File: src/hdl/srg_pkg.sv
// ----------------------------------------------------------------------------
// srg_pkg
// Shared types and constants for the setpoint ramp generator: command codes,
// divider operand selects and the controller/datapath interface structs.
// ----------------------------------------------------------------------------
package srg_pkg;

  localparam int unsigned DataW = 32;
  localparam int unsigned RateW = 15;
  localparam int unsigned DurW  = 16;
  localparam int unsigned FuncW = 2;
  localparam int unsigned ProdW = DurW + RateW;

  localparam logic [RateW-1:0] RATE_RESET   = RateW'(1000);
  localparam logic [DataW-1:0] RATE_DIVISOR = DataW'(1000);

  // divide by 1000 as a shift by 3 then a reciprocal multiply for 125,
  // exact for every product of a duration and a rate
  localparam int unsigned RecipPreShift = 3;
  localparam int unsigned RecipPreW     = ProdW - RecipPreShift;
  localparam int unsigned RecipMulW     = 29;
  localparam int unsigned RecipProdW    = RecipPreW + RecipMulW;
  localparam int unsigned RecipShift    = 35;
  localparam int unsigned RecipOutW     = RecipProdW - RecipShift;
  localparam logic [RecipMulW-1:0] RECIP_MUL = RecipMulW'(274877907);

  typedef enum logic [FuncW-1:0] {
    FUNC_TICK  = 2'd0,
    FUNC_TIMED = 2'd1,
    FUNC_STEP  = 2'd2,
    FUNC_STOP  = 2'd3
  } func_t;

  typedef enum logic {
    DIV_SLOPE = 1'b0,
    DIV_STEP  = 1'b1
  } div_sel_t;

  typedef struct packed {
    logic     load_in;
    logic     tick;
    logic     jump;
    logic     stop;
    logic     mul;
    logic     recip;
    logic     div_start;
    div_sel_t div_sel;
    logic     set_n;
    logic     set_slope;
    logic     set_step;
    logic     out_load;
  } srg_cmd_t;

  typedef struct packed {
    func_t func;
    logic  dur_zero;
    logic  inc_zero;
    logic  div_done;
    logic  n_zero;
    logic  out_free;
  } srg_status_t;

endpackage

File: src/hdl/srg_ctrl.sv
// ----------------------------------------------------------------------------
// srg_ctrl
// Command sequencer: takes one input beat, steps through the multiply and
// divide phases a command needs, then hands the result to the output register.
// ----------------------------------------------------------------------------
module srg_ctrl (
  input  logic                 clk,
  input  logic                 rst_n,
  input  logic                 in_valid,
  output logic                 in_ready,
  input  srg_pkg::srg_status_t status,
  output srg_pkg::srg_cmd_t    cmd
);
  import srg_pkg::*;

  typedef enum logic [7:0] {
    ST_IDLE   = 8'b0000_0001,
    ST_DECODE = 8'b0000_0010,
    ST_DIVN   = 8'b0000_0100,
    ST_WAITN  = 8'b0000_1000,
    ST_DIVS   = 8'b0001_0000,
    ST_WAITS  = 8'b0010_0000,
    ST_WAITP  = 8'b0100_0000,
    ST_FIN    = 8'b1000_0000
  } state_t;

  state_t state_r, state_nxt;

  always_comb begin
    state_nxt = state_r;
    cmd       = '0;
    cmd.div_sel = DIV_SLOPE;
    in_ready  = 1'b0;
    case (state_r)
      ST_IDLE: begin
        in_ready = 1'b1;
        if (in_valid) begin
          cmd.load_in = 1'b1;
          state_nxt   = ST_DECODE;
        end
      end
      ST_DECODE: begin
        case (status.func)
          FUNC_TICK: begin
            cmd.tick  = 1'b1;
            state_nxt = ST_FIN;
          end
          FUNC_TIMED: begin
            if (status.dur_zero) begin
              cmd.jump  = 1'b1;
              state_nxt = ST_FIN;
            end else begin
              cmd.mul   = 1'b1;
              state_nxt = ST_DIVN;
            end
          end
          FUNC_STEP: begin
            if (status.inc_zero) begin
              cmd.jump  = 1'b1;
              state_nxt = ST_FIN;
            end else begin
              cmd.div_start = 1'b1;
              cmd.div_sel   = DIV_STEP;
              state_nxt     = ST_WAITP;
            end
          end
          default: begin
            cmd.stop  = 1'b1;
            state_nxt = ST_FIN;
          end
        endcase
      end
      ST_DIVN: begin
        // step count from the duration product, scaled by 1/1000
        cmd.recip = 1'b1;
        state_nxt = ST_WAITN;
      end
      ST_WAITN: begin
        // zero step count means jump straight to the target
        if (status.n_zero) begin
          cmd.jump  = 1'b1;
          state_nxt = ST_FIN;
        end else begin
          cmd.set_n = 1'b1;
          state_nxt = ST_DIVS;
        end
      end
      ST_DIVS: begin
        cmd.div_start = 1'b1;
        cmd.div_sel   = DIV_SLOPE;
        state_nxt     = ST_WAITS;
      end
      ST_WAITS: begin
        if (status.div_done) begin
          cmd.set_slope = 1'b1;
          state_nxt     = ST_FIN;
        end
      end
      ST_WAITP: begin
        if (status.div_done) begin
          cmd.set_step = 1'b1;
          state_nxt    = ST_FIN;
        end
      end
      ST_FIN: begin
        if (status.out_free) begin
          cmd.out_load = 1'b1;
          state_nxt    = ST_IDLE;
        end
      end
      default: begin
        state_nxt = ST_IDLE;
      end
    endcase
  end

  always_ff @(posedge clk) begin
    if (!rst_n) begin
      state_r <= ST_IDLE;
    end else begin
      state_r <= state_nxt;
    end
  end

  a_one_update: assert property (@(posedge clk) disable iff (!rst_n)
    $countones({cmd.tick, cmd.jump, cmd.stop, cmd.set_n, cmd.set_slope,
                cmd.set_step}) <= 1)
    else $error("more than one state update in a cycle");

  a_load_then_decode: assert property (@(posedge clk) disable iff (!rst_n)
    cmd.load_in |=> state_r == ST_DECODE && !in_ready)
    else $error("accepted beat not decoded");

  a_fin_after_update: assert property (@(posedge clk) disable iff (!rst_n)
    cmd.out_load |-> $past(state_r) == ST_FIN || $past(state_r) == ST_DECODE
                     || $past(state_r) == ST_WAITN || $past(state_r) == ST_WAITS
                     || $past(state_r) == ST_WAITP)
    else $error("result loaded without a preceding command phase");

endmodule

File: config.mk
export PLATFORM = sky130hd
export DESIGN_NAME = srg_ctrl
export DESIGN_NICKNAME = d
export VERILOG_FILES = /design/src/hdl/srg_pkg.sv /design/src/hdl/srg_ctrl.sv
export SDC_FILE = /design/constraint.sdc
export NUM_CORES = 1
export LEC_CHECK = 0
export BUFFER_PORTS_ARGS = -buffer_cell sky130_fd_sc_hd__buf_2
export CORE_ASPECT_RATIO = 0.6
export CORE_UTILIZATION = 28
export DETAILED_ROUTE_END_ITERATION = 8
export PLACE_DENSITY = 0.58
export SYNTH_ARGS = -nofsm -noshare
export SYNTH_HDL_FRONTEND = slang
export SYNTH_SLANG_ARGS = --single-unit
File: constraint.sdc
create_clock -name clk -period 1.9 [get_ports clk]
set_input_delay 0.095 -clock clk [delete_from_list [all_inputs] [get_ports clk]]
set_output_delay 0.095 -clock clk [all_outputs]
set_load 0.005 [all_outputs]
==> After elaboration in Yosys (flattened, before gate mapping) <==
Index checks and enable logic that the tools add are counted.
{ "word_totals": {"output_inout_bits": 13, "wordCells": 51, "reg_bits": 8, "input_bits": 10} }
{ "classes": {"eq_ne": 13, "reduce_logical": 4, "n_mux": 33} }
{ "ops": {"columns": ["operator", "n"], "rows": [
  ["8-bit case mux with 7 select lines", 1],
  ["8-bit two-way mux", 6],
  ["1-bit two-way mux", 19],
  ["8-bit case mux with 2 select lines", 1],
  ["8-bit by 1-bit == test with 1-bit output, second input constant", 1],
  ["8-bit by 2-bit == test with 1-bit output, second input constant", 1],
  ["8-bit by 3-bit == test with 1-bit output, second input constant", 1],
  ["8-bit by 4-bit == test with 1-bit output, second input constant", 1],
  ["8-bit by 5-bit == test with 1-bit output, second input constant", 1],
  ["8-bit by 6-bit == test with 1-bit output, second input constant", 1],
  ["8-bit by 7-bit == test with 1-bit output, second input constant", 1],
  ["8-bit == test, second input constant", 1],
  ["2-bit two-way mux", 3],
  ["2-bit inequality test, second input constant", 2],
  ["1-bit case mux with 2 select lines", 2],
  ["2-bit case mux with 2 select lines", 1],
  ["3-bit AND reduction", 1],
  ["3-bit OR reduction", 1],
  ["2-bit by 1-bit == test with 1-bit output, second input constant", 1],
  ["2-bit == test, second input constant", 1],
  ["2-bit logical NOT", 1],
  ["2-bit by 1-bit inequality test with 1-bit output, second input constant", 1],
  ["2-bit OR reduction", 1]
]} }

==> Depth between registers and ports, before layout <==
{ "logic_depth": {"ltp_word": 4, "mapped_depth": 7, "depth_no_buf": 7} }

==> Worst setup path before layout <==
No wires, ideal clock.
{ "synth_timing": {"kind": "register to register", "start": "reg state_r[5]", "end": "reg state_r[7]", "n_path_buf": 1, "period_less_slack_ns": 1.332, "path_stages_with_launch": 7, "setup_slack_ns": 0.568, "t_required_ns": 1.784, "setup_ns": 0.116, "t_arrival_ns": 1.217, "path_cell_list": "dfxtp_1 -> buf_2 -> nor4b_1 -> a21oi_1 -> o22ai_2 -> o21ai_1 -> and3_1"} }
{ "synth_via": {"elab_chain_cells": 4, "word_cells_on_any_way": 14, "cone_classes": "11 x eq/ne; 1 x mux; 2 x reduce/logical"} }
{ "synth_lines": {"columns": ["element", "line_no", "source"], "rows": [
  ["start: declaration", "srg_ctrl.sv:27", "state_t state_r, state_nxt;"],
  ["start signal: assignment", "srg_ctrl.sv:121", "state_r <= state_nxt;"],
  ["8-bit by 7-bit == test with 1-bit output or 8-bit by 6-bit == test with 1-bit output (tied branches)", "srg_ctrl.sv:34", "case (state_r)"],
  ["2-bit OR reduction (no line)", null, null],
  ["2-bit by 1-bit inequality test with 1-bit output (no line)", null, null],
  ["3-bit AND reduction (no line)", null, null]
]} }
Several ways; a longest one is shown, not always the timed one.
A chain may end at the register's enable or synchronous reset.

==> impl_summary.md <==
Power and ir drop
The leakage power is 0.000420 µW. Total power for the finished layout comes to 483 µW. VDD sags by at most 209 µV. The power per unit of standard cell area is around 560 nW/µm².

Layout
After filler insertion, the fill cell instance count of the layout stands at 239. After the last flow step, the layout net total stands at 123. The multi-input combinational cells in the finished layout cover a total of about 500 µm². The area growth from synthesis to layout is 23.8%. The register area is 160 µm². In the final layout, the share of cells above drive strength 1 is 29.9%. The largest registers in the layout are state_r x8.

The number of antenna diodes in the final layout is 0. The register containing the most flip-flops in the final layout is state_r. The number of flip-flops in the largest register is 8.

The filler-free cell count of the finished design is 137.

Timing
Setup violations remaining at the end of the flow were counted as 0. Setup repair after global routing left no endpoint under its margin. For the final database, setup skew stands at between 0.0006 and 0.0007 ns. Adding up every negative setup slack in the final design gives 0 ns. The period utilization is 92.4%. Based on the critical path, the design can be clocked at up to 570 MHz.

The final number of hold-violating endpoints is 0. The minimum period implied by the final worst setup slack is ~1.8 ns. The final number of max-transition violations came to 0. The worst relative slew slack is 65.0%. The transition time at the pin with the least slew margin is 0.521 ns.

Clock tree
The number of hold buffers added after CTS is 0. TritonCTS built the clock tree. The clock sink total is 8. The clock root buffer is sky130_fd_sc_hd__clkbuf_8.

The TritonCTS buffer count is 3. The clock passes through at most 2 buffers. The insertion delay of the later-clocked pin in the worst-skew pair is 0.23 ns. The clock input transition at the sequential cells of the worst setup and hold paths is around 0.040 ns.

Buffers added to address setup during post-CTS repair amount to 0. The number of levels the H-tree was split into is 1. Once the clock tree was built, the resizer swapped 0 gates to a different size.

Detailed routing
Dividing the detail-routed wire length by the instance count gives 12.0 µm. The first detailed-routing pass took 4 iterations. The count of nets left with antenna violations after detail routing is 0. The routed via count divided by cell count is 4.96.

After detailed routing, the number of remaining DRC violations is 0. The DRC marker count from the first detailed-route iteration is 18. The detailed-route via count is 680. The routed design has 1640 µm of wire.

Hold path
In this run the most critical hold path is launched from status[4]. In this run the worst hold path is classified as input port to register. The capture endpoint of the worst hold path is state_r[2].

Along the worst hold path, the cell count comes to 3.

Place
The congestion estimate from routability-driven global placement came to 0.842. After detailed placement, the design holds a cell count of 134. Once detailed placement completed, the half-perimeter wirelength came to around 1300 µm. Input and output buffers added on the ports amount to 22.

Yosys
The area share of the largest cell type after synthesis is between 20% and 30%. During synthesis, Yosys emitted a total of 0 warnings. For this run, the register share of the synthesized area comes to a little under a quarter.

The count of flip-flops with a built-in enable after synthesis is 0. Summed over all instances, the cell type with the most area after synthesis is sky130_fd_sc_hd__dfxtp_1. Synthesis produced a netlist with a net count of 100.

Yosys mapped the design onto 34 distinct sky130hd cell types. The proportion of register bits with asynchronous set or reset after synthesis is 0%. Counting every instance in the synthesized netlist gives between 80 and 90. The synthesized area per cell is 8.13 µm². The most used flip-flop cell after synthesis is sky130_fd_sc_hd__dfxtp_1. The post-synthesis instance area is between 600 and 700 µm². The synthesized design contains 8 register bits. Ranked by total cell area, the synthesized netlist is headed by sky130_fd_sc_hd__dfxtp_1, sky130_fd_sc_hd__ha_1, sky130_fd_sc_hd__nor4b_4.

Run status
The run finished with clean final reports.

Global routing
The initial antenna violation count is 0. The pin count of the biggest net entering global routing is 10. The via count of the first global-routing pass was between 500 and 600. The total overflow reported by the global router is 0.

The first-pass GRT wire length is roughly 2700 µm. Across every metal layer, demand over resource in global routing totals 14.6%.

Setup path
The slowest cell on the critical path is sky130_fd_sc_hd__nor4_4. The largest single stage delay on the critical path is 0.45 ns. At the worst endpoint, the arrival time is 1.66 ns. The data required time at the worst endpoint is 1.80 ns. The launch point of the worst reg-to-reg path is state_r[7]. The worst register-to-register path ends at state_r[7]. Of all nets on the critical path, the largest fanout is 7. Walking the worst path, the cells encountered are nor4_4 > and2_1 > nand2_1 > o21ai_0 > buf_2. The worst setup path is launched from a register. The classification of the worst setup path is register to output port. The type of destination of the critical path is an output port. For the worst flop-to-flop path, the logic depth is 5.

The register-to-register setup slack is roughly 0.33 ns.

Floorplan
The total area inside the core boundary comes to 2260 µm². During I/O placement, the number of pins put on the boundary was 23. The starting utilization of the core area is a little under a third. The total die area is approximately 2700 µm². The width of the chip is 66.5 µm.

In this run the vertical extent of the chip is ~41 µm. The number of rows created at floorplan is 13.

Run
The max-capacitance violation count is 0.
[cell type report]
class / instances / area share [%]
well taps: 30 / 4.34
flip-flops and latches: 8 / 18.5
multi-input cells: 70 / 57.9
clock buffers: 3 / 4.77
repair buffers: 22 / 12.7
inverters: 4 / 1.73
[metal layers]
layer | vias up | share of wire (%) | GRT usage (%)
met1 | 309 | 54 | 19.4
met5 | - | 0 | 0
met2 | 18 | 40 | 21.7
met4 | 0 | 0 | 1.60
met3 | 0 | 6.5 | 7.22
li1 | 353 | - | -
[stage by stage]
step / hold WS [ns] / area (µm²) / worst slack (ns) / util, %
2_1_floorplan: 0.175 / 699 / 0.568 / -
6_report: 0.133 / 866 / 0.145 / 38.3
5_1_grt: 0.148 / 866 / 0.00872 / 38.3
4_1_cts: 0.132 / 866 / 0.131 / 38.3
3_5_place_dp: 0.375 / 825 / 0.335 / 36.5
3_3_place_gp: 0.365 / 825 / 0.312 / 36.5
[cell usage in the layout (no fill, tap or decap), types with 2 or more instances in the layout]
cell and count:
sky130_fd_sc_hd__and3b_1 2, sky130_fd_sc_hd__nand3b_1 2, sky130_fd_sc_hd__inv_1 4, sky130_fd_sc_hd__nor4b_4 2
sky130_fd_sc_hd__nand2b_1 3, sky130_fd_sc_hd__nor3_1 3, sky130_fd_sc_hd__ha_1 4, sky130_fd_sc_hd__nand4b_1 2
sky130_fd_sc_hd__clkbuf_8 3, sky130_fd_sc_hd__nand3_1 3, sky130_fd_sc_hd__dfxtp_1 8, sky130_fd_sc_hd__and3_1 5
sky130_fd_sc_hd__nand2_1 5, sky130_fd_sc_hd__nor2_1 11, sky130_fd_sc_hd__buf_2 22, sky130_fd_sc_hd__nor2b_1 2
sky130_fd_sc_hd__o21ai_0 2, sky130_fd_sc_hd__o21ai_1 3, sky130_fd_sc_hd__a21oi_1 2, sky130_fd_sc_hd__and2_1 5
[worst max path at each step]
stage,startpoint,end,slack [ns],depth (start not counted)
after global routing,state_r[4],cmd[9],0.009,5
after floorplan,state_r[5],state_r[7],0.57,6
final,state_r[4],cmd[9],0.14,5
after global placement,state_r[7],state_r[7],0.31,5
after detailed placement,state_r[7],state_r[7],0.33,5
after CTS,state_r[4],cmd[9],0.13,5
[cell usage after synthesis, types with 3 or more instances]
cell / count
sky130_fd_sc_hd__dfxtp_1: 8
sky130_fd_sc_hd__o21ai_1: 3
sky130_fd_sc_hd__and3_1: 5
sky130_fd_sc_hd__nor3_1: 3
sky130_fd_sc_hd__buf_2: 3
sky130_fd_sc_hd__nand3_1: 3
sky130_fd_sc_hd__nand2b_1: 3
sky130_fd_sc_hd__nor2_1: 11
sky130_fd_sc_hd__ha_1: 4
sky130_fd_sc_hd__inv_1: 4
sky130_fd_sc_hd__and2_1: 5
sky130_fd_sc_hd__nand2_1: 5
[power by group]
group	total (µW)	leakage, µW	switching [µW]	internal [µW]
combinational	92.8	0.000333	46.2	46.7
clock	208	0.0000216	70.2	138
sequential	182	0.0000649	8.57	173
[critical path, delay by kind of cell (launching register included)]
family	cells	cell delay, ns
and+or+nand+nor	3	0.78
DFF	1	0.39
AOI/OAI and AO/OA	1	0.14
buffers and inverters	1	0.13
[kinds of logic after synthesis]
logic type,count (synthesis),synth area share (%)
compound gates,13,12.5
xor+xnor,2,2.50
fa+ha+maj,4,7.16
buf+inv,8,5.37
flops,8,22.9
simple gates,51,49.6
(Power assumes the default switching activity.)
