--- config.mk ---
export PLATFORM = sky130hd
export DESIGN_NAME = srg_dp
export DESIGN_NICKNAME = d
export VERILOG_FILES = /design/src/hdl/srg_pkg.sv /design/src/hdl/srg_div.sv /design/src/hdl/srg_dp.sv
export SDC_FILE = /design/constraint.sdc
export NUM_CORES = 2
export LEC_CHECK = 0
export ABC_AREA = 1
export BUFFER_PORTS_ARGS = -buffer_cell sky130_fd_sc_hd__buf_4
export CAP_MARGIN = 30
export CORE_UTILIZATION = 62
export DETAILED_ROUTE_END_ITERATION = 16
export HOLD_SLACK_MARGIN = 0.06
export PLACE_DENSITY = 0.82
export SYNTH_ARGS = -nofsm -noshare
export SYNTH_HDL_FRONTEND = slang
export SYNTH_SLANG_ARGS = --single-unit
--- constraint.sdc ---
create_clock -name clk -period 11.6 [get_ports clk]
set_input_delay 0.58 -clock clk [delete_from_list [all_inputs] [get_ports clk]]
set_output_delay 0.58 -clock clk [all_outputs]
set_load 0.005 [all_outputs]
--- src/hdl/srg_pkg.sv ---
// ----------------------------------------------------------------------------
// srg_pkg
// Shared types and constants for the setpoint ramp generator: command codes,
// divider operand selects and the controller/datapath interface structs.
// ----------------------------------------------------------------------------
package srg_pkg;

  localparam int unsigned DataW = 32;
  localparam int unsigned RateW = 15;
  localparam int unsigned DurW  = 16;
  localparam int unsigned FuncW = 2;
  localparam int unsigned ProdW = DurW + RateW;

  localparam logic [RateW-1:0] RATE_RESET   = RateW'(1000);
  localparam logic [DataW-1:0] RATE_DIVISOR = DataW'(1000);

  // divide by 1000 as a shift by 3 then a reciprocal multiply for 125,
  // exact for every product of a duration and a rate
  localparam int unsigned RecipPreShift = 3;
  localparam int unsigned RecipPreW     = ProdW - RecipPreShift;
  localparam int unsigned RecipMulW     = 29;
  localparam int unsigned RecipProdW    = RecipPreW + RecipMulW;
  localparam int unsigned RecipShift    = 35;
  localparam int unsigned RecipOutW     = RecipProdW - RecipShift;
  localparam logic [RecipMulW-1:0] RECIP_MUL = RecipMulW'(274877907);

  typedef enum logic [FuncW-1:0] {
    FUNC_TICK  = 2'd0,
    FUNC_TIMED = 2'd1,
    FUNC_STEP  = 2'd2,
    FUNC_STOP  = 2'd3
  } func_t;

  typedef enum logic {
    DIV_SLOPE = 1'b0,
    DIV_STEP  = 1'b1
  } div_sel_t;

  typedef struct packed {
    logic     load_in;
    logic     tick;
    logic     jump;
    logic     stop;
    logic     mul;
    logic     recip;
    logic     div_start;
    div_sel_t div_sel;
    logic     set_n;
    logic     set_slope;
    logic     set_step;
    logic     out_load;
  } srg_cmd_t;

  typedef struct packed {
    func_t func;
    logic  dur_zero;
    logic  inc_zero;
    logic  div_done;
    logic  n_zero;
    logic  out_free;
  } srg_status_t;

endpackage

--- src/hdl/srg_div.sv ---
// ----------------------------------------------------------------------------
// srg_div
// Iterative signed 32-bit divider, truncating toward zero. Restoring
// algorithm on magnitudes, one quotient bit per cycle, sign fixed at the end.
// ----------------------------------------------------------------------------
module srg_div (
  input  logic                      clk,
  input  logic                      rst_n,
  input  logic                      start,
  input  logic [srg_pkg::DataW-1:0] dividend,
  input  logic [srg_pkg::DataW-1:0] divisor,
  output logic                      busy,
  output logic                      done,
  output logic [srg_pkg::DataW-1:0] quotient
);
  import srg_pkg::*;

  localparam int unsigned CntW = $clog2(DataW);

  logic              busy_r, busy_nxt;
  logic              fin_r, fin_nxt;
  logic              done_r, done_nxt;
  logic [CntW-1:0]   cnt_r, cnt_nxt;
  logic              neg_r, neg_nxt;
  logic [DataW-1:0]  rem_r, rem_nxt;
  logic [DataW-1:0]  quo_r, quo_nxt;
  logic [DataW-1:0]  dvs_r, dvs_nxt;
  logic [DataW-1:0]  q_r, q_nxt;
  logic [DataW:0]    rem_sh;
  logic [DataW:0]    trial;

  assign rem_sh = {rem_r, quo_r[DataW-1]};
  assign trial  = rem_sh - {1'b0, dvs_r};

  always_comb begin
    busy_nxt = busy_r;
    fin_nxt  = 1'b0;
    done_nxt = 1'b0;
    cnt_nxt  = cnt_r;
    neg_nxt  = neg_r;
    rem_nxt  = rem_r;
    quo_nxt  = quo_r;
    dvs_nxt  = dvs_r;
    q_nxt    = q_r;
    if (start) begin
      busy_nxt = 1'b1;
      cnt_nxt  = '0;
      neg_nxt  = dividend[DataW-1] ^ divisor[DataW-1];
      rem_nxt  = '0;
      quo_nxt  = dividend[DataW-1] ? -dividend : dividend;
      dvs_nxt  = divisor[DataW-1] ? -divisor : divisor;
    end else if (busy_r) begin
      if (!trial[DataW]) begin
        rem_nxt = trial[DataW-1:0];
        quo_nxt = {quo_r[DataW-2:0], 1'b1};
      end else begin
        rem_nxt = rem_sh[DataW-1:0];
        quo_nxt = {quo_r[DataW-2:0], 1'b0};
      end
      cnt_nxt = cnt_r + CntW'(1);
      if (cnt_r == CntW'(DataW - 1)) begin
        busy_nxt = 1'b0;
        fin_nxt  = 1'b1;
      end
    end else if (fin_r) begin
      // sign fix in a step of its own, off the iteration path
      q_nxt    = neg_r ? -quo_r : quo_r;
      done_nxt = 1'b1;
    end
  end

  always_ff @(posedge clk) begin
    if (!rst_n) begin
      busy_r <= 1'b0;
      fin_r  <= 1'b0;
      done_r <= 1'b0;
      cnt_r  <= '0;
    end else begin
      busy_r <= busy_nxt;
      fin_r  <= fin_nxt;
      done_r <= done_nxt;
      cnt_r  <= cnt_nxt;
    end
  end

  always_ff @(posedge clk) begin
    neg_r <= neg_nxt;
    rem_r <= rem_nxt;
    quo_r <= quo_nxt;
    dvs_r <= dvs_nxt;
    q_r   <= q_nxt;
  end

  assign busy     = busy_r | fin_r;
  assign done     = done_r;
  assign quotient = q_r;

  a_start_busy: assert property (@(posedge clk) disable iff (!rst_n)
    start |=> busy_r)
    else $error("divider did not start");

  a_done_after_run: assert property (@(posedge clk) disable iff (!rst_n)
    done_r |-> $past(fin_r))
    else $error("divider done without a finished run");

  a_no_restart: assert property (@(posedge clk) disable iff (!rst_n)
    start |-> !busy_r && !fin_r)
    else $error("divider started while busy");

endmodule

--- src/hdl/srg_dp.sv ---
// ----------------------------------------------------------------------------
// srg_dp
// Datapath: input capture, ramp state, rate register, duration product,
// step count scaling, divider with operand select, and the output register.
// ----------------------------------------------------------------------------
module srg_dp (
  input  logic                      clk,
  input  logic                      rst_n,
  input  srg_pkg::srg_cmd_t         cmd,
  output srg_pkg::srg_status_t      status,
  input  logic                      cfg_wr_en,
  input  logic [srg_pkg::RateW-1:0] cfg_wr_data,
  input  logic [srg_pkg::FuncW-1:0] in_func,
  input  logic [srg_pkg::DataW-1:0] in_target,
  input  logic [srg_pkg::DurW-1:0]  in_duration_ms,
  input  logic [srg_pkg::DataW-1:0] in_increment,
  output logic                      out_valid,
  input  logic                      out_ready,
  output logic [srg_pkg::DataW-1:0] out_reference,
  output logic                      out_done_res
);
  import srg_pkg::*;

  // captured command
  func_t             func_r;
  logic [DataW-1:0]  target_r;
  logic [DurW-1:0]   dur_r;
  logic [DataW-1:0]  inc_r;
  logic [ProdW-1:0]  prod_r;
  logic [DataW-1:0]  n_r;

  // ramp state
  logic [RateW-1:0]  rate_r;
  logic [DataW-1:0]  ref_r, ref_nxt;
  logic [DataW-1:0]  goal_r, goal_nxt;
  logic [DataW-1:0]  steps_r, steps_nxt;
  logic [DataW-1:0]  slope_r, slope_nxt;

  logic              out_valid_r;
  logic [DataW-1:0]  out_ref_r;
  logic              out_done_r;

  logic [DataW-1:0]      div_a, div_b, div_q;
  logic                  div_busy, div_done;
  logic [DataW-1:0]      delta;
  logic [RecipProdW-1:0] recip_prod;

  assign delta = target_r - ref_r;

  // product / 1000 = (product >> 3) / 125 by reciprocal multiply
  assign recip_prod = {{RecipMulW{1'b0}}, prod_r[ProdW-1:RecipPreShift]}
                    * {{RecipPreW{1'b0}}, RECIP_MUL};

  always_comb begin
    case (cmd.div_sel)
      DIV_SLOPE: begin
        div_a = delta;
        div_b = steps_r;
      end
      DIV_STEP: begin
        div_a = delta;
        div_b = inc_r;
      end
      default: begin
        div_a = delta;
        div_b = inc_r;
      end
    endcase
  end

  srg_div u_div (
    .clk      (clk),
    .rst_n    (rst_n),
    .start    (cmd.div_start),
    .dividend (div_a),
    .divisor  (div_b),
    .busy     (div_busy),
    .done     (div_done),
    .quotient (div_q)
  );

  always_ff @(posedge clk) begin
    if (cmd.load_in) begin
      func_r   <= func_t'(in_func);
      target_r <= in_target;
      dur_r    <= in_duration_ms;
      inc_r    <= in_increment;
    end
    if (cmd.mul) begin
      prod_r <= {{RateW{1'b0}}, dur_r} * {{DurW{1'b0}}, rate_r};
    end
    if (cmd.recip) begin
      n_r <= {{(DataW-RecipOutW){1'b0}}, recip_prod[RecipProdW-1:RecipShift]};
    end
  end

  always_comb begin
    ref_nxt   = ref_r;
    goal_nxt  = goal_r;
    steps_nxt = steps_r;
    slope_nxt = slope_r;
    if (cmd.tick) begin
      if ($signed(steps_r) > $signed(DataW'(1))) begin
        ref_nxt   = ref_r + slope_r;
        steps_nxt = steps_r - DataW'(1);
      end else if (steps_r == DataW'(1)) begin
        ref_nxt   = goal_r;
        steps_nxt = '0;
      end
    end
    if (cmd.jump) begin
      ref_nxt   = target_r;
      goal_nxt  = target_r;
      steps_nxt = '0;
      slope_nxt = '0;
    end
    if (cmd.stop) begin
      steps_nxt = '0;
      slope_nxt = '0;
    end
    if (cmd.set_n) begin
      goal_nxt  = target_r;
      steps_nxt = n_r;
    end
    if (cmd.set_slope) begin
      slope_nxt = div_q;
    end
    if (cmd.set_step) begin
      goal_nxt  = target_r;
      steps_nxt = div_q + DataW'(1);
      slope_nxt = inc_r;
    end
  end

  always_ff @(posedge clk) begin
    if (!rst_n) begin
      rate_r      <= RATE_RESET;
      ref_r       <= '0;
      goal_r      <= '0;
      steps_r     <= '0;
      slope_r     <= '0;
      out_valid_r <= 1'b0;
    end else begin
      if (cfg_wr_en) begin
        rate_r <= cfg_wr_data;
      end
      ref_r   <= ref_nxt;
      goal_r  <= goal_nxt;
      steps_r <= steps_nxt;
      slope_r <= slope_nxt;
      if (cmd.out_load) begin
        out_valid_r <= 1'b1;
      end else if (out_ready) begin
        out_valid_r <= 1'b0;
      end
    end
  end

  always_ff @(posedge clk) begin
    if (cmd.out_load) begin
      out_ref_r  <= ref_r;
      out_done_r <= (steps_r == '0);
    end
  end

  assign status.func     = func_r;
  assign status.dur_zero = (dur_r == '0);
  assign status.inc_zero = (inc_r == '0);
  assign status.div_done = div_done;
  assign status.n_zero   = (n_r == '0);
  assign status.out_free = !out_valid_r || out_ready;

  assign out_valid     = out_valid_r;
  assign out_reference = out_ref_r;
  assign out_done_res  = out_done_r;

  a_no_overwrite: assert property (@(posedge clk) disable iff (!rst_n)
    cmd.out_load |-> !out_valid_r || out_ready)
    else $error("output beat overwritten before it was taken");

  a_tick_lands: assert property (@(posedge clk) disable iff (!rst_n)
    (cmd.tick && steps_r == DataW'(1)) |=> (steps_r == '0 && ref_r == $past(goal_r)))
    else $error("last tick did not land on the goal");

  a_div_idle_start: assert property (@(posedge clk) disable iff (!rst_n)
    cmd.div_start |-> !div_busy)
    else $error("divide requested while divider busy");

endmodule

* Yosys cells after proc, flatten, opt, wreduce, memory -nomap -nowiden *
Cells that the tools add are included.

storage, ports and cells
  bits in registers = 449
  bits in latches = 0
  bits in writable memories = 0
  ROM bits = 0
  input bits = 113
  logic and storage cells = 96
  memories = 0

cells by class
  add/sub/neg operators = 9
  multipliers = 2
  div/mod/pow operators = 0
  $lt $le $gt $ge = 1
  equal/unequal tests = 2
  shift operators = 0
  muxes and demuxes = 33
  bitwise gates (word level) = 5
  reduce and logical (&&, ||, !) cells = 20

operators by type and width
  operator                                                         number
  2-to-1 mux 32 bit                                                23
  logical NOT 32 bit                                               3
  negation 32 bit                                                  3
  one-hot mux 32 bit (2 select lines)                              1
  multiplier 28 x 29 -> 57 bit (second input constant)             1
  subtractor 33 x 32 -> 33 bit                                     1
  adder 32 x 1 -> 32 bit (second input constant)                   1
  adder 32 bit                                                     1
  equality test 32 x 1 -> 1 bit (second input constant)            1
  greater-than comparator 32 x 2 -> 1 bit (second input constant)  1
  subtractor 32 x 1 -> 32 bit (second input constant)              1
  subtractor 32 bit                                                1
  multiplier 16 x 15 -> 31 bit                                     1
  2-to-1 mux 31 bit                                                1
  logical NOT 16 bit                                               1
  2-to-1 mux 1 bit                                                 8
  nonzero test 2 bit                                               3
  nonzero test 3 bit                                               2
  nonzero test 6 bit                                               1
  OR reduction 3 bit                                               2
  adder 5 x 1 -> 5 bit (second input constant)                     1
  equality test 5 bit (second input constant)                      1
  nonzero test 5 bit                                               1
  inverter 1 bit                                                   4
  7 further kinds                                                  8

* Depth between registers and ports, before layout *
  depth after elaboration = 8
  mapped depth = 28

* Cells and area by module *
A second synthesis with hierarchy kept.

unflattened totals
  cell total of the unflattened synthesis = 6653
  area total of the unflattened synthesis = 49487.5 um^2

modules (own cells, without submodules)
  module   times used  cells an instance  area each (um^2)  sequential area each (um^2)
  srg_dp   1           5140               39261.4           7837.5
  srg_div  1           1513               10226.1           3713.6

* Worst setup path after synthesis *
Ideal clock, no wire load.

  kind = register -> register
  start point = reg prod_r[29]
  end point = reg n_r[20], data pin
  data arrival time = 5486 ps
  data required time = 11335 ps
  path slack = 5849 ps
  stages on the path, launching flop included = 27
  buffers on the path = 1
  clock period less this slack = 5751 ps
  cells stage by stage = edfxtp_1 > inv_1 > ha_1 > xnor2_1 > ha_1 > or2_2 > clkbuf_1 > xnor2_1 > inv_1 > ha_1 > a21o_1 > fa_1 > fa_1 > fa_1 > inv_1 > fa_1 > inv_1 > ha_1 > a21oi_1 > inv_1 > a31oi_1 > o21ai_0 > a21oi_1 > nand3_1 > a21oi_1 > o21ai_0 > xor2_1

on the way
  word-level cells in the longest chain between the ends = 1

RTL lines
  what                          line          text
  start, declared               srg_dp.sv:29  logic [ProdW-1:0] prod_r;
  start signal, assigned        srg_dp.sv:90  prod_r <= {{RateW{1'b0}}, dur_r} * {{DurW{1'b0}}, rate_r};
  multiplier 28 x 29 -> 57 bit  srg_dp.sv:52  * {{RecipPreW{1'b0}}, RECIP_MUL};
  net recip_prod[55]            srg_dp.sv:46  logic [RecipProdW-1:0] recip_prod;
  end signal, assigned          srg_dp.sv:93  n_r <= {{(DataW-RecipOutW){1'b0}}, recip_prod[RecipProdW-1:RecipShift]};
  end, declared                 srg_dp.sv:30  logic [DataW-1:0] n_r;

The timed path passes the listed nets, and every way through them passes these cells.
A chain may end at the register's enable or synchronous reset.

* Worst setup path after layout *
  start point = reg prod_r[17]
  end point = reg n_r[20], data pin

The elaborated chain is that of the path after synthesis.

==> impl_metrics.toml <==
[critical_path]
startpoint = "prod_r[17]"
critical_path_class = "reg2reg"
r2r-end = "n_r[20]"
cp_slowest_stage_delay_ns = 0.61
worst_ep_arrival_time_ns = 6.73
reg2reg_from = "prod_r[17]"
cp_max_fo = 6
slowest_stage = "edfxtp_1"
startpoint_type = "register"
path_cells = "ha_1, inv_1, fa_1, fa_1, inv_1, fa_1, fa_1, fa_1, inv_1, fa_1, inv_1, ha_1, nand2_1, inv_1, a21oi_1, o21ai_0, a21oi_1, nand3_1, a21oi_1, o21ai_0, xor2_1"
reg2reg_depth = 21
required_ns = 11.98
cp_top_family = "adder cells"
path_depth = 21
endpoint_kind = "register"
reg2reg_slack_ns = 5.26
crit_path_frequent_cell = "fa_1"
critPathBufInv = 5

[timing]
grt_setup_unrepaired = "false"
worst_slack_ns = 5.26
post-route-min-period_ns = 6.34
fin_skew_ns = 0.0512
fin_crit_sh_pct = 54.7
worst_pin_slew_ns = 0.926
hold_viol_final = 0
tns_ns = 0
setup_violations = 0
fmax_mhz = 158
slew-limit-headroom_pct = 38.3
drv_slew = 0

[synth]
ys_types = 60
synth_area_um2 = 47200
async_flop_share_pct = 0
ys_ff_latch = 446
synth-edff-count = 262
synthesis.instances = 5970
syn_nets = 7016
ys_warn_count = 0
synth-seq-area-share_pct = 24.5
ys.flop_type = "edfxtp_1"
syn_area_per_cell_um2 = 7.91

[clock_tree]
cts_hold_buffers = 0
cts_buffer_depth = 3
postCtsSetupRepairBufs = 0
root_buffer = "clkbuf_16"
clkLatencyLatePin_ns = 0.65
cts_buffers = 51
htreeDepth = 2
clkTransAtPathRegs_ns = 0.06
cts.repair.resized = 0
clock_sinks = 446
cts_tree = "done"

[placed_design]
place_ws_ns = 5.31
io_buffers = 153
dp_hpwl_mm = 112
place.gp.congestion = 1.03

[floorplanning]
placement_rows = 100
dieWidth_um = 278
core-area_um2 = 74900
fp.dieH_um = 278
start_util_pct = 63.0
ios = 154
die_area_um2 = 77300

[global_routing]
grt_overflow = 0
grt_pass1_wl_mm = 216
grt_pass1_vias = 39100
gr-usage-all-layers_pct = 35.9
grt_max_degree = 81
antenna_found_initial = 2

[route]
drtIter0Drc = 3563
wirelength_mm = 139
vias = 39900
antenna_violating_nets_post_route = 0
dr.pass1.iters = 8
drc = 0
viasPerCell = 5.67
wl_per_cell_um = 19.7

[finish]
syn_to_final_growth_pct = 7.50
final_util_pct = 67.7
final_nets = 7077
drive_gt1_share_pct = 5.53
diodes = 0

[hold_path]
hold_end = "inc_r[21]"
worstHoldPathCells = 1
hold_class = "in2reg"
worstHoldStart = "in_increment[21]"

[outcome]
status = "completed"

[flow_run]
maxCapViolations = 0
==> sequential cells by signal, summed over array words and instances, names as in the netlist, 2 cells and up <==
name	flops
goal_r	32
inc_r	32
out_reference	32
ref_r	32
slope_r	32
steps_r	32
target_r	32
u_div.dvs_r	32
u_div.quo_r	32
u_div.quotient	32
u_div.rem_r	32
prod_r	28
n_r	22
dur_r	16
rate_r	15
u_div.cnt_r	5
func_r	2
==> per-stage QoR <==
stage	cell area (µm²)	hold slack, ns	std cells
final	50800	0.112	7043
after floorplan	47200	0.414	5970
after global routing	50800	0.0949	7043
after CTS	50800	0.0900	7043
after global placement	49000	0.432	6944
after detailed placement	49000	0.434	6947
==> placed cells by master (no fill, tap or decap), drive strengths merged, types with 15 or more instances in the layout <==
master,count
o21bai,15
dfxtp,184
xor2,148
fa,431
nand3,218
or2,15
o21a,17
nor4,37
xnor2,69
buf,168
clkinv,20
a21o,21
nor3,48
edfxtp,262
a22oi,20
nand2,1273
a21oi,293
ha,502
a31oi,67
nor2,468
o21ai,332
clkbuf,62
nand4,58
inv,1259
==> routing by layer <==
metal	wire length, µm	global-route usage, %
met5	9	0
met4	6160	14.3
met3	11700	5.64
met2	63200	57.9
met1	57500	48.5
==> synthesized netlist by cell type, types with 34 or more instances <==
cell / instances / area, µm²
nand2_1: 1258 / 4720
inv_1: 1240 / 4650
ha_1: 502 / 6280
nor2_1: 453 / 1700
fa_1: 431 / 8630
o21ai_0: 301 / 1510
a21oi_1: 292 / 1460
edfxtp_1: 262 / 7870
nand3_1: 218 / 1090
dfxtp_1: 184 / 3680
xor2_1: 148 / 1300
clkbuf_1: 126 / 473
xnor2_1: 69 / 604
a31oi_1: 67 / 419
nand4_1: 53 / 332
nor3_1: 47 / 235
nor4_1: 34 / 213
==> layout make-up <==
class / instances / area [µm²]
fillers: 6310 / 24200
inverters: 1253 / 4700
repair buffers: 168 / 1280
flip-flops and latches: 446 / 11600
clock buffers: 62 / 1380
well taps: 969 / 1210
multi-input cells: 4111 / 30300
clock inverters: 34 / 353
==> cell families after synthesis <==
| group | synth area share, % |
|---|---|
| buf+inv | 11.4 |
| simple gates | 18.8 |
| compound gates | 9.66 |
| xor+xnor | 4.02 |
| fa+ha+maj | 31.6 |
| flops | 24.5 |
| mux | 0.106 |
==> worst max path at each step <==
stage	to	slack (ns)
after detailed placement	n_r[14]	5.31
after CTS	n_r[14]	5.31
final	n_r[20]	5.26
after global routing	n_r[18]	4.95
after global placement	n_r[18]	5.33
after floorplan	n_r[20]	5.85
Power is not shown: default switching activity piles up to over one toggle a cycle in this logic, so the estimate is an artifact.
